`config.mk`:
```
export PLATFORM = sky130hd
export DESIGN_NAME = wind_speed_window_stats
export DESIGN_NICKNAME = d
export VERILOG_FILES = /design/src/rtl/core/wss_pkg.sv /design/src/rtl/core/wss_front.sv /design/src/rtl/core/wss_cdiv.sv /design/src/rtl/core/wss_back.sv /design/src/rtl/core/wind_speed_window_stats.sv
export VERILOG_INCLUDE_DIRS = /design/src /design/src/rtl/core
export SDC_FILE = /design/constraint.sdc
export NUM_CORES = 2
export LEC_CHECK = 0
export ABC_CLOCK_PERIOD_IN_PS = 11100
export BUFFER_PORTS_ARGS = -buffer_cell sky130_fd_sc_hd__buf_2
export CORE_MARGIN = 1.5
export CORE_UTILIZATION = 60
export DETAILED_ROUTE_END_ITERATION = 16
export GPL_ROUTABILITY_DRIVEN = 0
export PLACE_DENSITY = 0.77
export SETUP_SLACK_MARGIN = 0.05
export SYNTH_ARGS = -nofsm -noshare
export SYNTH_HDL_FRONTEND = slang
export SYNTH_SLANG_ARGS = --single-unit
```
`constraint.sdc`:
```
create_clock -name clk -period 11.1 [get_ports clk]
set_clock_uncertainty 0.1 [all_clocks]
set_input_delay 1.11 -clock clk [delete_from_list [all_inputs] [get_ports clk]]
set_output_delay 1.11 -clock clk [all_outputs]
set_load 0.03 [all_outputs]
```
`src/rtl/core/wind_speed_window_stats_defines.svh`:
```
// ----------------------------------------------------------------------------
// Wind speed window statistics - assertion macros
// Concurrent assertion wrappers shared by the RTL; ASSERT_OFF removes them.
// ----------------------------------------------------------------------------
`ifndef WIND_SPEED_WINDOW_STATS_DEFINES_SVH
`define WIND_SPEED_WINDOW_STATS_DEFINES_SVH

`ifndef ASSERT_OFF
`define WSS_ASSERT(lbl, clk_i, rst_ni, prop, msg) \
  lbl: assert property (@(posedge clk_i) disable iff (!rst_ni) prop) else $error(msg);
`define WSS_ASSERT_IMP(lbl, clk_i, rst_ni, ante, cons, msg) \
  lbl: assert property (@(posedge clk_i) disable iff (!rst_ni) (ante) |-> (cons)) \
    else $error(msg);
`define WSS_ASSERT_NXT(lbl, clk_i, rst_ni, ante, cons, msg) \
  lbl: assert property (@(posedge clk_i) disable iff (!rst_ni) (ante) |=> (cons)) \
    else $error(msg);
`else
`define WSS_ASSERT(lbl, clk_i, rst_ni, prop, msg)
`define WSS_ASSERT_IMP(lbl, clk_i, rst_ni, ante, cons, msg)
`define WSS_ASSERT_NXT(lbl, clk_i, rst_ni, ante, cons, msg)
`endif

`endif

```
`src/rtl/core/wss_pkg.sv`:
```
`timescale 1ns / 1ps
// ----------------------------------------------------------------------------
// Wind speed window statistics - package
// Field widths, action codes and transaction types shared across the block.
// ----------------------------------------------------------------------------
package wss_pkg;

  localparam int WINDOW_DEF = 10;
  localparam int COUNT_W    = 16;
  localparam int PULSE_W    = 20;
  localparam int PEAK_W     = 17;
  localparam int AVG_W      = 23;
  localparam int GUST_W     = 24;
  localparam int CMDQ_DEPTH = 2;
  localparam int SPEED_MUL  = 200;

  localparam logic [1:0] ACT_START  = 2'd0;
  localparam logic [1:0] ACT_MINUTE = 2'd1;
  localparam logic [1:0] ACT_QUERY  = 2'd2;

  typedef enum logic [1:0] {
    OP_START,
    OP_MINUTE,
    OP_QUERY
  } op_t;

  typedef struct packed {
    logic [1:0]         action;
    logic [COUNT_W-1:0] counter_value;
  } in_item_t;

  typedef struct packed {
    logic [PULSE_W-1:0] pulse_sum;
    logic [PEAK_W-1:0]  pair_peak;
    logic [AVG_W-1:0]   avg_speed_centi;
    logic [GUST_W-1:0]  gust_speed_centi;
  } out_item_t;

  typedef struct packed {
    op_t                op;
    logic [COUNT_W-1:0] count;
  } cmd_t;

endpackage

```
`src/rtl/core/wss_front.sv`:
```
`timescale 1ns / 1ps
// ----------------------------------------------------------------------------
// Wind speed window statistics - front end
// Accepts input transactions, decodes the action, drops unused codes and
// queues commands for the back end.
// ----------------------------------------------------------------------------
`include "wind_speed_window_stats_defines.svh"

module wss_front (
  input  logic              clk,
  input  logic              rst_n,
  input  logic              in_push,
  input  wss_pkg::in_item_t in_data,
  output logic              in_full,
  output logic              cmd_valid,
  output wss_pkg::cmd_t     cmd,
  input  logic              cmd_ready
);

  localparam int DEPTH = wss_pkg::CMDQ_DEPTH;
  localparam int PTR_W = (DEPTH > 1) ? $clog2(DEPTH) : 1;
  localparam int CNT_W = $clog2(DEPTH + 1);

  wss_pkg::cmd_t    q_mem [DEPTH];
  logic [PTR_W-1:0] wr_ptr_r;
  logic [PTR_W-1:0] rd_ptr_r;
  logic [CNT_W-1:0] cnt_r;

  wss_pkg::op_t     dec_op;
  logic             dec_keep;
  logic             enq;
  logic             deq;

  always_comb begin
    dec_op   = wss_pkg::OP_START;
    dec_keep = 1'b1;
    case (in_data.action)
      wss_pkg::ACT_START:  dec_op = wss_pkg::OP_START;
      wss_pkg::ACT_MINUTE: dec_op = wss_pkg::OP_MINUTE;
      wss_pkg::ACT_QUERY:  dec_op = wss_pkg::OP_QUERY;
      default:             dec_keep = 1'b0;
    endcase
  end

  assign in_full   = (cnt_r == CNT_W'(DEPTH));
  assign enq       = in_push && !in_full && dec_keep;
  assign cmd_valid = (cnt_r != '0);
  assign deq       = cmd_valid && cmd_ready;
  assign cmd       = q_mem[rd_ptr_r];

  always_ff @(posedge clk) begin
    if (enq) begin
      q_mem[wr_ptr_r] <= '{op: dec_op, count: in_data.counter_value};
    end
  end

  always_ff @(posedge clk) begin
    if (!rst_n) begin
      wr_ptr_r <= '0;
      rd_ptr_r <= '0;
      cnt_r    <= '0;
    end else begin
      if (enq) begin
        wr_ptr_r <= (wr_ptr_r == PTR_W'(DEPTH - 1)) ? '0 : wr_ptr_r + 1'b1;
      end
      if (deq) begin
        rd_ptr_r <= (rd_ptr_r == PTR_W'(DEPTH - 1)) ? '0 : rd_ptr_r + 1'b1;
      end
      case ({enq, deq})
        2'b10:   cnt_r <= cnt_r + 1'b1;
        2'b01:   cnt_r <= cnt_r - 1'b1;
        default: cnt_r <= cnt_r;
      endcase
    end
  end

  `WSS_ASSERT(a_cnt_bound, clk, rst_n, cnt_r <= CNT_W'(DEPTH), "command queue overflow")
  `WSS_ASSERT_NXT(a_drop_unused, clk, rst_n, in_push && !in_full && !dec_keep && !deq, cnt_r == $past(cnt_r), "unused action code was queued")

endmodule

```
`src/rtl/core/wss_cdiv.sv`:
```
`timescale 1ns / 1ps
// ----------------------------------------------------------------------------
// Wind speed window statistics - constant divider
// Quotient by one of two constants: reciprocal multiply, back-multiply and a
// single correction step, one multiplier per stage.
// ----------------------------------------------------------------------------
`include "wind_speed_window_stats_defines.svh"

module wss_cdiv #(
  parameter int X_W   = 28,
  parameter int D_W   = 5,
  parameter int DIV_A = 30,
  parameter int DIV_B = 3
) (
  input  logic           clk,
  input  logic           rst_n,
  input  logic           start,
  input  logic           sel_b,
  input  logic [X_W-1:0] x,
  output logic           done,
  output logic [X_W-1:0] q
);

  localparam logic [63:0]    M_A64 = (64'd1 << X_W) / DIV_A;
  localparam logic [63:0]    M_B64 = (64'd1 << X_W) / DIV_B;
  localparam logic [X_W-1:0] M_A   = M_A64[X_W-1:0];
  localparam logic [X_W-1:0] M_B   = M_B64[X_W-1:0];
  localparam logic [D_W-1:0] D_A   = D_W'(DIV_A);
  localparam logic [D_W-1:0] D_B   = D_W'(DIV_B);

  typedef enum logic [1:0] {
    ST_IDLE,
    ST_MUL,
    ST_QD,
    ST_FIX
  } st_t;

  st_t                st_r;
  logic               done_r;
  logic [X_W-1:0]     x_r;
  logic [X_W-1:0]     m_r;
  logic [D_W-1:0]     d_r;
  logic [2*X_W-1:0]   prod_r;
  logic [X_W-1:0]     q0_r;
  logic [X_W-1:0]     qd_r;
  logic [X_W-1:0]     q_r;
  logic [X_W-1:0]     rem;

  assign rem  = x_r - qd_r;
  assign done = done_r;
  assign q    = q_r;

  always_ff @(posedge clk) begin
    if (!rst_n) begin
      st_r   <= ST_IDLE;
      done_r <= 1'b0;
    end else begin
      done_r <= (st_r == ST_FIX);
      case (st_r)
        ST_IDLE: begin
          if (start) begin
            x_r  <= x;
            m_r  <= sel_b ? M_B : M_A;
            d_r  <= sel_b ? D_B : D_A;
            st_r <= ST_MUL;
          end
        end
        ST_MUL: begin
          prod_r <= {{X_W{1'b0}}, x_r} * {{X_W{1'b0}}, m_r};
          st_r   <= ST_QD;
        end
        ST_QD: begin
          q0_r <= prod_r[2*X_W-1:X_W];
          qd_r <= X_W'(prod_r[2*X_W-1:X_W] * d_r);
          st_r <= ST_FIX;
        end
        ST_FIX: begin
          q_r  <= (rem >= X_W'(d_r)) ? q0_r + 1'b1 : q0_r;
          st_r <= ST_IDLE;
        end
        default: st_r <= ST_IDLE;
      endcase
    end
  end

  `WSS_ASSERT_IMP(a_rem_range, clk, rst_n, st_r == ST_FIX, rem < {d_r, 1'b0}, "reciprocal estimate off by more than one")

endmodule

```
`src/rtl/core/wss_back.sv`:
```
`timescale 1ns / 1ps
// ----------------------------------------------------------------------------
// Wind speed window statistics - back end
// Executes start, minute and query commands against the slot store, walks
// the window one slot a cycle and holds the result register.
// ----------------------------------------------------------------------------
`include "wind_speed_window_stats_defines.svh"

module wss_back #(
  parameter int WINDOW = wss_pkg::WINDOW_DEF
) (
  input  logic               clk,
  input  logic               rst_n,
  input  logic               cmd_valid,
  input  wss_pkg::cmd_t      cmd,
  output logic               cmd_ready,
  input  logic               out_pop,
  output logic               out_empty,
  output wss_pkg::out_item_t out_data
);

  localparam int CW     = wss_pkg::COUNT_W;
  localparam int SLOT_W = $clog2(WINDOW);
  localparam int IDX_W  = $clog2(WINDOW + 1);
  localparam int SUM_W  = CW + $clog2(WINDOW);
  localparam int X_W    = SUM_W + 8;
  localparam int SX_W   = (SUM_W > wss_pkg::PULSE_W) ? SUM_W : wss_pkg::PULSE_W;
  localparam int PW     = wss_pkg::PEAK_W;
  localparam int D_W    = $clog2(3 * WINDOW + 1);
  localparam logic [wss_pkg::PULSE_W-1:0] PULSE_MAX = '1;

  typedef enum logic [2:0] {
    S_IDLE,
    S_WALK,
    S_AVG,
    S_AVG_W,
    S_GUST_W,
    S_OUT
  } state_t;

  state_t                      st_r;
  logic [CW-1:0]               store_mem [WINDOW];
  logic [WINDOW-1:0]           slot_vld_r;
  logic [SLOT_W-1:0]           wr_slot_r;
  logic [CW-1:0]               last_r;
  logic [CW-1:0]               rd_data_r;
  logic                        rd_vld_r;
  logic [IDX_W-1:0]            idx_r;
  logic [SUM_W-1:0]            sum_r;
  logic [PW-1:0]               peak_r;
  logic [CW-1:0]               prev_r;
  logic [wss_pkg::AVG_W-1:0]   avg_r;
  logic [wss_pkg::GUST_W-1:0]  gust_r;
  logic                        div_start_r;
  logic                        div_sel_r;
  logic [X_W-1:0]              div_x_r;
  logic                        out_vld_r;
  wss_pkg::out_item_t          out_data_r;

  logic                        take;
  logic                        mem_we;
  logic [CW-1:0]               diff;
  logic [SLOT_W-1:0]           rd_addr;
  logic [CW-1:0]               slot_val;
  logic [PW-1:0]               pair;
  logic [SX_W-1:0]             sum_x;
  logic [wss_pkg::PULSE_W-1:0] pulse_sat;
  logic                        div_done;
  logic [X_W-1:0]              div_q;

  assign cmd_ready = (st_r == S_IDLE);
  assign take      = cmd_valid && cmd_ready;
  assign mem_we    = take && (cmd.op == wss_pkg::OP_MINUTE);
  assign diff      = cmd.count - last_r;
  assign rd_addr   = (idx_r < IDX_W'(WINDOW)) ? idx_r[SLOT_W-1:0] : '0;
  assign slot_val  = rd_vld_r ? rd_data_r : '0;
  assign pair      = {1'b0, prev_r} + {1'b0, slot_val};
  assign sum_x     = SX_W'(sum_r);
  assign pulse_sat = (sum_x > SX_W'(PULSE_MAX)) ? PULSE_MAX : sum_x[wss_pkg::PULSE_W-1:0];
  assign out_empty = !out_vld_r;
  assign out_data  = out_data_r;

  wss_cdiv #(
    .X_W   (X_W),
    .D_W   (D_W),
    .DIV_A (3 * WINDOW),
    .DIV_B (3)
  ) u_cdiv (
    .clk   (clk),
    .rst_n (rst_n),
    .start (div_start_r),
    .sel_b (div_sel_r),
    .x     (div_x_r),
    .done  (div_done),
    .q     (div_q)
  );

  always_ff @(posedge clk) begin
    if (mem_we) begin
      store_mem[wr_slot_r] <= diff;
    end
    rd_data_r <= store_mem[rd_addr];
    rd_vld_r  <= slot_vld_r[rd_addr];
  end

  always_ff @(posedge clk) begin
    if (!rst_n) begin
      st_r        <= S_IDLE;
      slot_vld_r  <= '0;
      wr_slot_r   <= '0;
      last_r      <= '0;
      div_start_r <= 1'b0;
      out_vld_r   <= 1'b0;
    end else begin
      div_start_r <= (st_r == S_AVG) || (st_r == S_AVG_W && div_done);
      if (st_r == S_OUT && (!out_vld_r || out_pop)) begin
        out_vld_r <= 1'b1;
      end else if (out_pop && out_vld_r) begin
        out_vld_r <= 1'b0;
      end
      case (st_r)
        S_IDLE: begin
          if (take) begin
            case (cmd.op)
              wss_pkg::OP_START: begin
                slot_vld_r <= '0;
                wr_slot_r  <= '0;
                last_r     <= cmd.count;
              end
              wss_pkg::OP_MINUTE: begin
                slot_vld_r[wr_slot_r] <= 1'b1;
                wr_slot_r <= (wr_slot_r == SLOT_W'(WINDOW - 1)) ? '0 : wr_slot_r + 1'b1;
                last_r    <= cmd.count;
              end
              wss_pkg::OP_QUERY: begin
                idx_r  <= '0;
                sum_r  <= '0;
                peak_r <= '0;
                st_r   <= S_WALK;
              end
              default: st_r <= S_IDLE;
            endcase
          end
        end
        S_WALK: begin
          // read data is registered, so it arrives the cycle after its address
          if (idx_r != '0) begin
            sum_r  <= sum_r + SUM_W'(slot_val);
            prev_r <= slot_val;
            if (idx_r >= IDX_W'(2) && pair > peak_r) begin
              peak_r <= pair;
            end
          end
          if (idx_r == IDX_W'(WINDOW)) begin
            st_r <= S_AVG;
          end else begin
            idx_r <= idx_r + 1'b1;
          end
        end
        S_AVG: begin
          div_x_r   <= X_W'(sum_r) * X_W'(wss_pkg::SPEED_MUL);
          div_sel_r <= 1'b0;
          st_r      <= S_AVG_W;
        end
        S_AVG_W: begin
          if (div_done) begin
            avg_r     <= div_q[wss_pkg::AVG_W-1:0];
            div_x_r   <= X_W'(peak_r) * X_W'(wss_pkg::SPEED_MUL);
            div_sel_r <= 1'b1;
            st_r      <= S_GUST_W;
          end
        end
        S_GUST_W: begin
          if (div_done) begin
            gust_r <= div_q[wss_pkg::GUST_W-1:0];
            st_r   <= S_OUT;
          end
        end
        S_OUT: begin
          if (!out_vld_r || out_pop) begin
            out_data_r.pulse_sum        <= pulse_sat;
            out_data_r.pair_peak        <= peak_r;
            out_data_r.avg_speed_centi  <= avg_r;
            out_data_r.gust_speed_centi <= gust_r;
            st_r <= S_IDLE;
          end
        end
        default: st_r <= S_IDLE;
      endcase
    end
  end

  `WSS_ASSERT_NXT(a_start_clears, clk, rst_n, take && cmd.op == wss_pkg::OP_START, slot_vld_r == '0 && wr_slot_r == '0, "start did not clear the window")
  `WSS_ASSERT(a_slot_range, clk, rst_n, IDX_W'(wr_slot_r) < IDX_W'(WINDOW), "write slot outside the window")

endmodule

```
`src/rtl/core/wind_speed_window_stats.sv`:
```
`timescale 1ns / 1ps
// ----------------------------------------------------------------------------
// Wind speed window statistics - top level
// Keeps WINDOW per-minute anemometer pulse counts and reports the window sum,
// the largest neighbouring-slot pair and the average and gust speeds in
// hundredths of m/s. Input transactions enter a two-deep command queue, so
// the source can push while the back end is busy or a result waits. Start
// and minute transactions are executed in the back end's idle state. A query
// occupies the back end while it walks the slot store through its single
// registered read port, then makes two passes of the constant divider for
// the two speeds. The store is cleared through per-slot valid bits, so no
// clearing pass follows reset.
// ----------------------------------------------------------------------------

module wind_speed_window_stats #(
  parameter int WINDOW = wss_pkg::WINDOW_DEF
) (
  input  logic               clk,
  input  logic               rst_n,
  input  logic               in_push,
  input  wss_pkg::in_item_t  in_data,
  output logic               in_full,
  input  logic               out_pop,
  output logic               out_empty,
  output wss_pkg::out_item_t out_data
);

  logic          cmd_valid;
  logic          cmd_ready;
  wss_pkg::cmd_t cmd;

  wss_front u_front (
    .clk       (clk),
    .rst_n     (rst_n),
    .in_push   (in_push),
    .in_data   (in_data),
    .in_full   (in_full),
    .cmd_valid (cmd_valid),
    .cmd       (cmd),
    .cmd_ready (cmd_ready)
  );

  wss_back #(
    .WINDOW (WINDOW)
  ) u_back (
    .clk       (clk),
    .rst_n     (rst_n),
    .cmd_valid (cmd_valid),
    .cmd       (cmd),
    .cmd_ready (cmd_ready),
    .out_pop   (out_pop),
    .out_empty (out_empty),
    .out_data  (out_data)
  );

endmodule

```
### Word-level counts from Yosys, hierarchy flattened

Memory sizes are Yosys's and may differ from the RTL's. A register that Yosys moved wholly into a read port is not among the register bits.
Cells that the tools add are included.

| operators by class | value |
|---|---|
| shift-type cells | 0 |
| reductions and logical operators | 41 |
| $mul | 4 |
| $lt $le $gt $ge | 8 |
| muxes and demuxes | 51 |
| bitwise operators | 1 |
| div/mod/pow operators | 0 |
| equality and inequality tests | 28 |
| add/subtract/negate cells | 11 |

Operators by type and width:

| kind | number |
|---|---|
| $mux W17 | 4 |
| $mux W20 | 3 |
| $mul A28 B28 Y56 | 1 |
| $pmux W28 S2 | 1 |
| $pmux W20 S2 | 1 |
| $pmux W17 S2 | 1 |
| $ge A28 B5 Y1 | 1 |
| $mul A28 B5 Y28 | 1 |
| $mux W28 | 1 |
| $sub A28 B28 Y28 | 1 |
| $mux W27 | 1 |
| $mul A20 B5 Y25 const B | 1 |
| $add A24 B1 Y24 const B | 1 |
| $mux W24 | 1 |
| $reduce_and A3 Y1 | 8 |
| $mul A17 B5 Y22 const B | 1 |
| $add A20 B16 Y20 | 1 |
| $gt A20 B20 Y1 const B | 1 |
| $mux W4 | 5 |
| $pmux W10 S2 | 1 |
| $pmux W3 S6 | 1 |
| $add A16 B16 Y17 | 1 |
| $gt A17 B17 Y1 | 1 |
| $mux W16 | 1 |
| other kinds (41) | 104 |

| storage, ports and cells | value |
|---|---|
| output and inout bits | 86 |
| ROM bits | 0 |
| input bits | 22 |
| latch bits | 0 |
| logic and storage cells | 177 |
| RAM bits | 196 |
| register bits | 453 |
| memories kept | 2 |

Memories:

| name | words | bits a word | read ports | clocked after Yosys merged registers in | wr ports | RTL line | RTL |
|---|---|---|---|---|---|---|---|
| u_back.store_mem | 10 | 16 | 1 | 1 | 1 | wss_back.sv:42 | `logic [CW-1:0] store_mem [WINDOW];` |
| u_front.q_mem | 2 | 18 | 1 | 1 | 1 | wss_front.sv:24 | `wss_pkg::cmd_t q_mem [DEPTH];` |

### Longest topological paths before layout

| depth | value |
|---|---|
| word-level depth | 7 |
| gate-level depth with buffers | 32 |
| depth with buffers taken out | 29 |

### Cells and area by module

Synthesis repeated with hierarchy kept, for this count alone.

| second synthesis, totals | value |
|---|---|
| cells, all modules | 4290 |
| area total of the unflattened synthesis | 49114.6 sq um |

Modules (own cells, without submodules):

| module | instances | area each (sq um) | seq. area each (sq um) | cells each |
|---|---|---|---|---|
| wss_cdiv | 1 | 25803.5 | 4324.1 | 2408 |
| wss_back | 1 | 21768.4 | 12271.8 | 1798 |
| wss_front | 1 | 1542.7 | 1181.1 | 84 |

### Worst setup path before layout

OpenSTA, ideal clock, no wires.

| timing | value |
|---|---|
| path kind | input to register |
| start | input port rst_n |
| end | register u_back.out_data_r (netlist bit u_back.out_data[0]), enable pin |
| arrival | 7301 ps |
| path buffers | 0 |
| path slack | 3053 ps |
| data required time | 10354 ps |
| library setup time | 646 ps |
| cell stages on the path | 2 |
| cells stage by stage | nand2_1 > nor3b_1 |

| between the ends | value |
|---|---|
| word-level cells in the longest chain between the ends | 1 |

RTL lines:

| what | RTL line | RTL |
|---|---|---|
| start: declaration | wind_speed_window_stats.sv:19 | `input logic rst_n,` |
| $reduce_and A3 Y1 (no source line) | - |  |
| end: declaration | wss_back.sv:58 | `wss_pkg::out_item_t out_data_r;` |

Every way passes these cells.
A chain may end at the register's enable or synchronous reset.

==> impl_summary.log <==
[metrics] result of the run: complete, no violations
[metrics] startpoint type of the worst setup path: flip-flop
[metrics] destination of the worst hold path: u_back.out_data[34]
[metrics] buffers inserted by post-CTS timing repair: 0
[metrics] CTS sink count: 601
[metrics] Post-synth EDFFs: 541
[metrics] met3 demand-to-capacity share in global routing: 3.40%
[metrics] floorplan die height: roughly 280 microns
[metrics] starting density of the core: between 60% and 70%
[metrics] Via-to-Cell Ratio: 5.68
[metrics] classification of the worst setup path: flip-flop to flip-flop
[metrics] nature of the critical path endpoint: flip-flop
[metrics] global-route usage over all layers: around 28%
[metrics] proportion of synthesized chip area in sequential cells: 37.4%
[metrics] number of hold violations in the final report: 0
[metrics] pin slew with the least headroom to its limit: 1.06 ns
[metrics] final count of negative-setup-slack endpoints: 0
[metrics] number of antenna violations at the first check in global routing: 1
[metrics] total via count in the routed design: between 20000 and 30000
[metrics] destination of the worst register-to-register timing path: u_back.u_cdiv.prod_r[50]
[metrics] Peak VDD IR: around 190 uV
[metrics] core area: 77200 sq um
[metrics] layout net count: a little over 5000
[metrics] Final Critical Period: 9.12 ns
[metrics] worst r2r path cells: 25
[metrics] Post-Synthesis Cell Area: 46600 sq um
[metrics] maximum number of pins on one net before global-route repair: 62
[metrics] Fmax: 110 MHz
[metrics] fraction of layout instances using a drive strength above 1: 7.67%
[metrics] Hold-fix buffers, CTS: 0
[metrics] Static Leak: 22.7 nW
[metrics] horizontal die dimension: ~280 microns
[metrics] max-cap viol count: 0
[metrics] level count of the clock H-tree: 2
[metrics] share of async-settable or async-resettable flops after synthesis: 0%
[metrics] I/O pins: 108
[metrics] GR met2 Demand/Resource: 47.0%
[metrics] iteration-0 DRC count of the detailed router: about 2300
[metrics] Max Slew Vio Count: 0
[metrics] synthesized area per cell: 11.4 sq um
[metrics] portion of the clock cycle consumed by the worst path in the final layout: 82.2%
[metrics] met1 track utilization from global routing: 35.6%
[metrics] number of buffers inserted by port buffering: between 100 and 150
[metrics] unique cell type count in the Yosys netlist: 84
[metrics] Post-DP HPWL: 84100 microns
[metrics] GR peak layer: met2
[metrics] DRC viols: 0
[metrics] unrepaired setup endpoints after global routing: no
[metrics] antenna diode count: 0
[metrics] number of buffers added by the clock tree synthesis step: 59
[metrics] later-pin clock latency in the skew report: 0.65 ns
[metrics] power after layout: between 0.007 and 0.008 W
[metrics] cell depth of the worst min-delay path: 0
[metrics] number of warnings issued by yosys: 0
[metrics] clock tree from TritonCTS: built
[metrics] min-delay src: u_back.avg_r[10]
[metrics] Crit path required time: 11.38 ns
[metrics] Reg2Reg Launch Point: u_back.u_cdiv.d_r[0]
[metrics] class of the worst hold path: flip-flop to flip-flop
[metrics] total wirelength of the detailed-routed design: 107000 microns
[metrics] Final TNS setup: 0 ns
[metrics] remaining number of nets flagged by the antenna check after routing: 0
[metrics] routed len/inst: 20.3 microns
[metrics] leading register cell type out of synthesis: sky130_fd_sc_hd__edfxtp_1
[metrics] clock buffer depth: 3
[metrics] r2r setup slk: 1.98 ns
[metrics] area added between synthesis and finish: 8.19%
[metrics] gate count of the mapped netlist: 4076
[metrics] via count of the first global-routing pass: 30700
[metrics] largest fanout on the critical path: 16
[metrics] synthesis-stage register bit count: about 600
[metrics] headroom to the max-slew limit: between 20% and 30%
[metrics] detailed-routing iteration count for the pre-antenna-repair pass: 6
[metrics] number of instances resized during post-cts repair: 0
[metrics] Post-Syn Nets: 5077
[metrics] total congestion overflow after global routing: 0
[metrics] CTS Root Buffer Type: sky130_fd_sc_hd__clkbuf_16
[metrics] standard-cell row count: 102
[metrics] Arr. time, crit path: 9.41 ns
[metrics] Die Outline Area: approximately 80000 sq um
[metrics] clock slew at reported path FFs: 0.06 ns
[metrics] wire length of the first global-routing pass: 169000 microns
[metrics] worst hold slack: approximately 0.32 ns
[metrics] power per unit of standard cell area: 154 nW/um^2
[worst max-delay path, stage by stage, from the launching register on]
cell and delay (ns):
sky130_fd_sc_hd__edfxtp_1 0.59, sky130_fd_sc_hd__and2_1 0.40, sky130_fd_sc_hd__inv_1 0.19, sky130_fd_sc_hd__nor2_1 0.40
sky130_fd_sc_hd__inv_1 0.18, sky130_fd_sc_hd__o21a_1 0.25, sky130_fd_sc_hd__a21oi_1 0.33, sky130_fd_sc_hd__fa_1 0.51
sky130_fd_sc_hd__fa_1 0.55, sky130_fd_sc_hd__inv_1 0.05, sky130_fd_sc_hd__fa_1 0.42, sky130_fd_sc_hd__fa_1 0.58
sky130_fd_sc_hd__fa_1 0.45, sky130_fd_sc_hd__fa_1 0.51, sky130_fd_sc_hd__ha_1 0.32, sky130_fd_sc_hd__a21oi_1 0.35
sky130_fd_sc_hd__o21ai_0 0.24, sky130_fd_sc_hd__a21bo_2 0.25, sky130_fd_sc_hd__a21o_1 0.18, sky130_fd_sc_hd__o21ai_1 0.50
sky130_fd_sc_hd__o21ai_1 0.27, sky130_fd_sc_hd__a211o_1 0.34, sky130_fd_sc_hd__a21oi_1 0.31, sky130_fd_sc_hd__o21bai_1 0.18
sky130_fd_sc_hd__mux2_2 0.29, sky130_fd_sc_hd__nand3b_1 0.15
[cells by family after synthesis]
group | count (synthesis) | share of synthesized area (%)
AOI/OAI and AO/OA | 548 | 7.75
xor gates and xnor gates | 174 | 3.27
adders and majority gates | 979 | 33.8
buffers and inverters | 962 | 7.80
DFF | 601 | 37.4
muxes | 62 | 1.88
and+or+nand+nor | 750 | 8.08
[registers in the layout, summed over array words and instances, names as in the netlist, 17 cells and up, named ones only]
signal	flops
u_back.store_mem	160
u_back.out_data	84
u_front.q_mem	36
u_back.u_cdiv.prod_r	28
u_back.u_cdiv.qd_r	28
u_back.div_x_r	25
u_back.u_cdiv.x_r	25
u_back.gust_r	24
u_back.u_cdiv.q0_r	24
u_back.u_cdiv.q	24
u_back.avg_r	23
u_back.sum_r	20
u_back.peak_r	17
[worst max-delay path by stage]
stage,depth (start not counted),startpoint,to,slack [ns]
6_report,25,u_back.u_cdiv.d_r[0],u_back.u_cdiv.prod_r[50],1.98
3_3_place_gp,25,u_back.u_cdiv.d_r[0],u_back.u_cdiv.prod_r[50],2.18
5_1_grt,25,u_back.u_cdiv.d_r[0],u_back.u_cdiv.prod_r[50],1.55
2_1_floorplan,2,rst_n,u_back.out_data[0],3.05
4_1_cts,25,u_back.u_cdiv.d_r[0],u_back.u_cdiv.prod_r[50],2.04
3_5_place_dp,25,u_back.u_cdiv.d_r[0],u_back.u_cdiv.prod_r[50],2.04
[final cells by class]
class                           count  area [sq um]
Timing Repair Buffer              142           798
Inverter                          861          3230
Tap cell                         1040          1300
Fill cell                        5705         26800
Multi-Input combinational cell   2513         25600
Clock buffer                       77          1620
Sequential cell                   601         17400
Clock inverter                     32           454
[stage by stage]
step	instance area, sq um	cells	utilization [%]	setup WS, ns
after floorplan	46600	4076	-	3.05
after global placement	48400	5157	62.7	2.18
after detailed placement	48400	5157	62.7	2.04
after CTS	50500	5266	65.3	2.04
after global routing	50500	5266	65.3	1.55
final	50500	5266	65.3	1.98
[cell usage in the layout, fill, tap and decap left out, types with 26 or more instances in the layout]
cell	Yosys	routed
sky130_fd_sc_hd__nor2_1	165	160
sky130_fd_sc_hd__inv_1	859	859
sky130_fd_sc_hd__xor2_1	71	71
sky130_fd_sc_hd__o21ai_0	105	105
sky130_fd_sc_hd__buf_4	1	35
sky130_fd_sc_hd__mux2_2	34	34
sky130_fd_sc_hd__a21boi_0	26	26
sky130_fd_sc_hd__and2_1	118	117
sky130_fd_sc_hd__o21a_1	31	31
sky130_fd_sc_hd__dfxtp_1	60	60
sky130_fd_sc_hd__fa_1	469	469
sky130_fd_sc_hd__edfxtp_1	541	541
sky130_fd_sc_hd__xnor2_1	103	103
sky130_fd_sc_hd__a21o_1	41	41
sky130_fd_sc_hd__buf_2	1	107
sky130_fd_sc_hd__nand2_1	185	185
sky130_fd_sc_hd__ha_1	510	510
sky130_fd_sc_hd__and3_1	32	32
sky130_fd_sc_hd__nor2b_1	37	36
sky130_fd_sc_hd__a21oi_1	157	157
sky130_fd_sc_hd__nor3_1	54	53
sky130_fd_sc_hd__nand3_1	52	52
sky130_fd_sc_hd__o221ai_1	35	35
sky130_fd_sc_hd__clkbuf_16	0	61
[where the power goes]
group	total (W)	switching (W)	internal (W)	leakage, nW
logic	0.00271	0.00161	0.00110	16.3
clock network	0.00210	0.000879	0.00122	1.01
registers	0.00298	0.000114	0.00287	5.39
[routing by layer]
metal	wire, microns	part of all wire, %	vias up
li1	-	-	13800
met1	42500	40	14800
met2	52500	49	1027
met3	5870	5.5	257
met4	5770	5.4	2
met5	13	0.012	-
[synthesized netlist by cell type (all sizes together) (10+ instances only)]
master	count	area share [%]
a211oi	10	0.17
a21boi	26	0.42
a21o	41	0.66
a21oi	159	1.8
a31oi	22	0.30
and2	119	1.6
and3	32	0.43
buf	10	0.14
clkbuf	91	0.73
dfxtp	60	2.6
edfxtp	541	35
fa	469	20
ha	510	14
inv	859	6.9
mux2	35	0.85
mux2i	10	0.21
mux4	17	0.82
nand2	185	1.5
nand2b	22	0.30
nand3	52	0.56
nand4	19	0.25
nor2	165	1.3
nor2b	37	0.50
nor3	54	0.58
nor3b	10	0.16
nor4	10	0.16
o21a	31	0.50
o21ai	112	1.2
o21bai	20	0.32
o221ai	36	0.69
o41ai	11	0.21
or3	14	0.19
xnor2	103	1.9
xor2	71	1.3
No activity file was read; power rests on OpenSTA's default activity.
